<file path="src/sv/canonical_huffman_table_decoder_macros.svh">
// Assertion helpers for the decoder RTL.
`ifndef CANONICAL_HUFFMAN_TABLE_DECODER_MACROS_SVH
`define CANONICAL_HUFFMAN_TABLE_DECODER_MACROS_SVH
`ifndef SYNTHESIS
`define CHD_ASSERT_NOW(lbl, ck, rstn, ante, cons) \
	lbl: assert property (@(posedge ck) disable iff (!rstn) (ante) |-> (cons)) \
		else $error("assertion failed");
`define CHD_ASSERT_NEXT(lbl, ck, rstn, ante, cons) \
	lbl: assert property (@(posedge ck) disable iff (!rstn) (ante) |=> (cons)) \
		else $error("assertion failed");
`else
`define CHD_ASSERT_NOW(lbl, ck, rstn, ante, cons)
`define CHD_ASSERT_NEXT(lbl, ck, rstn, ante, cons)
`endif
`endif

</file>
<file path="src/sv/chd_ram.sv">
module chd_ram #(
	parameter int WIDTH = 8,
	parameter int DEPTH = 16
) (
	input  logic                     clk,
	input  logic                     we,
	input  logic [$clog2(DEPTH)-1:0] waddr,
	input  logic [WIDTH-1:0]         wdata,
	input  logic [$clog2(DEPTH)-1:0] raddr,
	output logic [WIDTH-1:0]         rdata
);
	logic [WIDTH-1:0] mem_q [DEPTH];

	always_ff @(posedge clk) begin
		if (we) begin
			mem_q[waddr] <= wdata;
		end
		rdata <= mem_q[raddr];
	end
endmodule

</file>
<file path="config.mk">
export PLATFORM = sky130hd
export DESIGN_NAME = chd_ram
export DESIGN_NICKNAME = d
export VERILOG_FILES = /design/src/sv/canonical_huffman_table_decoder_macros.svh /design/src/sv/chd_ram.sv
export SDC_FILE = /design/constraint.sdc
export NUM_CORES = 1
export LEC_CHECK = 0
export BUFFER_PORTS_ARGS = -buffer_cell sky130_fd_sc_hd__buf_2
export CAP_MARGIN = 20
export CORE_ASPECT_RATIO = 1.25
export CORE_MARGIN = 10
export CORE_UTILIZATION = 40
export CTS_CLUSTER_SIZE = 10
export DETAILED_ROUTE_END_ITERATION = 8
export GPL_TIMING_DRIVEN = 0
export PLACE_DENSITY = 0.57
export SLEW_MARGIN = 20
export SYNTH_ARGS = -nofsm -noshare
export SYNTH_HDL_FRONTEND = slang
export SYNTH_SLANG_ARGS = --single-unit
</file>
<file path="constraint.sdc">
create_clock -name clk -period 2 [get_ports clk]
set_input_delay 0.4 -clock clk [delete_from_list [all_inputs] [get_ports clk]]
set_output_delay 0.4 -clock clk [all_outputs]
set_load 0.03 [all_outputs]
</file>
==> Word level (Yosys, flattened, before mapping) <==
Memory sizes are Yosys's and may differ from the RTL's. A register that Yosys moved wholly into a read port is not among the register bits.
Cells that the tools add are included.
Widths: inputs -> output; s select.
{ "word_totals": {"out_inout_bits": 8, "ramBits": 128, "n_memories": 1, "reg_bits": 0, "elab_cells": 3} }
{ "classes": {"mux": 2} }
{ "memory_table": {"columns": ["memory", "depth", "width", "read_ports", "rd_ports_with_merged_regs", "wr", "line", "rtl"], "rows": [
  ["mem_q", 16, 8, 1, 1, 1, "chd_ram.sv:12", "logic [WIDTH-1:0] mem_q [DEPTH];"]
]} }
{ "ops": {"columns": ["cell", "n"], "rows": [
  ["$mux 1", 2]
]} }

==> Depth between registers and ports, before layout <==
{ "logic_depth": {"word_depth": 2, "depth_mapped": 5, "depth_no_buf": 3} }

==> Worst setup path before layout <==
OpenSTA, ideal clock, no wires.
{ "synth_timing": {"path_type": "input port to flip-flop", "from": "input waddr[2]", "to": "memory mem_q[0][0], enable pin", "required_time_ns": 1.617, "arrival_ns": 1.510, "path_stages": 2, "slack_ns": 0.107, "setup_time_ns": 0.383, "path_cell_list": "or3b_2 nor3_1"} }
{ "synth_lines": {"columns": ["item", "line", "rtl"], "rows": [
  ["from (decl)", "chd_ram.sv:7", "input logic [$clog2(DEPTH)-1:0] waddr,"],
  ["to (decl)", "chd_ram.sv:12", null]
]} }
No word-level cell before the write port.

==> Final worst setup path <==
{ "layout_timing": {"from": "input waddr[2]", "to": "memory mem_q[2][5], enable pin"} }
No word-level cell before the write port.

==> results.sh <==
export IMPL_run_status="completed"
export IMPL_cts_made_buffers=17
export IMPL_track_usage_pct=12.2
export IMPL_nFillCells=1063
export IMPL_netlist_area_sq_um=5150
export IMPL_wl_per_cell_um=22.6
export IMPL_firstDrtPassIters=4
export IMPL_synthFlopType="edfxtp_1"
export IMPL_antenna_cells=0
export IMPL_grt_pass1_wl_um=15600
export IMPL_grt_max_degree=17
export IMPL_cp_data_required_time_ns=2.03
export IMPL_ff2ff_path_depth=3
export IMPL_vias_per_cell=5.14
export IMPL_tightestPinTransition_ns=0.847
export IMPL_syn2layout_area_growth_pct=18.7
export IMPL_rsz0062_at_grt="false"
export IMPL_dieArea_sq_um=17800
export IMPL_rr_startpoint="mem_q[1][1]"
export IMPL_ys_seq_area_share_pct=77.8
export IMPL_fin_crit_ns=1.65
export IMPL_clk_path_buf_depth=2
export IMPL_gp_congestion=0.740
export IMPL_cp_start_kind="input port"
export IMPL_globalRouteMet1Util_pct=14.6
export IMPL_io_pins=26
export IMPL_setup_slack_ns=0.346
export IMPL_cp_arrival_ns=1.69
export IMPL_hp_start="wdata[6]"
export IMPL_yosysTopAreaCell="edfxtp_1"
export IMPL_antenna_found_initial=0
export IMPL_whs_endpoint="mem_q[6][6]"
export IMPL_coreArea_sq_um=12700
export IMPL_multi_input_area_sq_um=1080
export IMPL_nets=290
export IMPL_r2r_end="rdata[1]"
export IMPL_cts_htree_levels=4
export IMPL_synth_distinct_cells=19
export IMPL_ant_nets=0
export IMPL_cts_resized=0
export IMPL_async_reset_ff_share_pct=0
export IMPL_dr_total_vias=2327
export IMPL_cts_num_sinks=136
export IMPL_seqCellArea_sq_um=4000
export IMPL_cts_root_buf="clkbuf_16"
export IMPL_grt_util_met3_pct=3.68
export IMPL_power_per_cell_area_nw_per_um2=1100
export IMPL_hold_slack_ns=0.388
export IMPL_final_hold_viol_count=0
export IMPL_ys_ff_latch=136
export IMPL_grt_util_met2_pct=20.0
export IMPL_reg2reg_slack_ns=0.55
export IMPL_start_util_pct=40.7
export IMPL_grt_busiest_layer="met2"
export IMPL_synth_most_common_cell="edfxtp_1"
export IMPL_ys_warn_count=0
export IMPL_synth_nets=247
export IMPL_clk_latency_ns=0.41
export IMPL_grt_remaining_overflow=0
export IMPL_synthTopCellsByArea="edfxtp_1 75%, mux4_2 7.9%, mux4_1 7.1%"
export IMPL_holdBufCountCts=0
export IMPL_die_w_um=121
export IMPL_cts_setup_buffers=0
export IMPL_hp_class="input port to flop"
export IMPL_synth_avg_cell_area_sq_um=22.5
export IMPL_drc=0
export IMPL_port_buffers=24
export IMPL_dp_slack_ns=-0.132
export IMPL_synthCells=229
export IMPL_tns_ns=0
export IMPL_grt_pass1_vias=2534
export IMPL_synth_edff_count=128
export IMPL_drive_gt1_share_pct=30.2
export IMPL_min_period_over_period_pct=82.7
export IMPL_drtIter0Drc=181
export IMPL_leakagePower_nw=2.04
export IMPL_synth_common_cells="128 x edfxtp_1, 18 x mux4_2, 16 x a22oi_1, 14 x mux4_1, 13 x nor2_1"
export IMPL_rows=46
export IMPL_synth_top_area_share_pct=74.7
export IMPL_vdd_drop_max_v=0.000544
export IMPL_cts_clk_slew_worst_paths_ns=0.06
export IMPL_holdPathStages=1
export IMPL_drv_slew=0
export IMPL_die_h_um=147
export IMPL_crit_fanout=8
export IMPL_crit_type="input port to flop"
export IMPL_setup_viol_count_final=0
export IMPL_cts_tree="built"
export IMPL_drv_cap=0
export IMPL_cp_end_kind="flop"
export IMPL_skew_ns=0.00599
export IMPL_slew_headroom_pct=43.3
export IMPL_clock_fmax_mhz=605
export IMPL_post_dp_hpwl_um=6660
export IMPL_wl_um=10200
==> sequential cells by signal (all words and copies together) (netlist names) <==
| name | flops |
|---|---|
| mem_q | 128 |
| rdata | 8 |
==> worst max path at each step <==
stage                   to  cells after the start     start  slack (ns)
6_report       mem_q[2][5]                      3  waddr[2]        0.35
5_1_grt        mem_q[2][5]                      3  waddr[2]        0.30
4_1_cts        mem_q[3][5]                      3  waddr[2]        0.30
3_5_place_dp   mem_q[3][1]                      3  waddr[2]       -0.13
3_3_place_gp   mem_q[0][3]                      3  waddr[2]       -0.51
2_1_floorplan  mem_q[0][0]                      2  waddr[2]        0.11
==> critical path, stage by stage <==
cell    delay, ns
buf_2        0.11
or3b_2       0.53
nor2_1       0.64
==> placed cells by master (no fill, tap or decap), drive strengths merged, types with 2 or more instances in the layout <==
| master | Yosys | layout |
|---|---|---|
| clkinv | 0 | 7 |
| a22oi | 16 | 16 |
| nand2b | 2 | 2 |
| mux4 | 32 | 32 |
| bufinv | 0 | 4 |
| clkbuf | 0 | 19 |
| buf | 7 | 31 |
| nand3b | 2 | 2 |
| edfxtp | 128 | 128 |
| nor2 | 13 | 13 |
| nor3 | 4 | 4 |
| clkdlybuf4s25 | 3 | 3 |
| dfxtp | 8 | 8 |
| nand2 | 9 | 9 |
==> stage by stage <==
stage,util [%],power (mW),instances,cell area (sq um)
after floorplan,-,3.46,229,5150
after global placement,43.3,3.60,421,5480
after detailed placement,43.4,3.61,421,5500
after CTS,48.2,6.78,453,6110
after global routing,48.2,6.96,453,6110
final,48.2,6.75,453,6110
==> kinds of logic after synthesis <==
family                 count (synthesis)  synth area share (%)
DFF                                  136                  77.8
and+or+nand+nor                       35                  3.18
muxes                                 32                  15.0
AOI/OAI and AO/OA                     16                  2.33
buffers and inverters                 10                  1.68
==> cell type report <==
| type | instances | share of cell area, % |
|---|---|---|
| buffer | 10 | 1.41 |
| clock buffer | 19 | 7.09 |
| clock inverter | 13 | 2.91 |
| multi-input combinational | 83 | 17.6 |
| sequential | 136 | 65.5 |
| tap | 168 | 3.44 |
| timing repair buffer | 24 | 1.97 |
==> per-layer routing <==
| metal | routed length (um) | up-vias |
|---|---|---|
| met4 | 192 | 0 |
| met1 | 4300 | 1196 |
| met3 | 382 | 13 |
| met2 | 5340 | 56 |
| li1 | - | 1062 |
| met5 | 0 | - |
==> report_power, final <==
group          internal (mW)  switching [mW]  leakage (nW)  total (mW)
sequential              3.19          0.0138          1.22        3.20
combinational          0.127           0.215         0.520       0.343
clock                   2.08            1.13         0.299        3.20
Note: power is estimated with default switching activity, not from simulation.
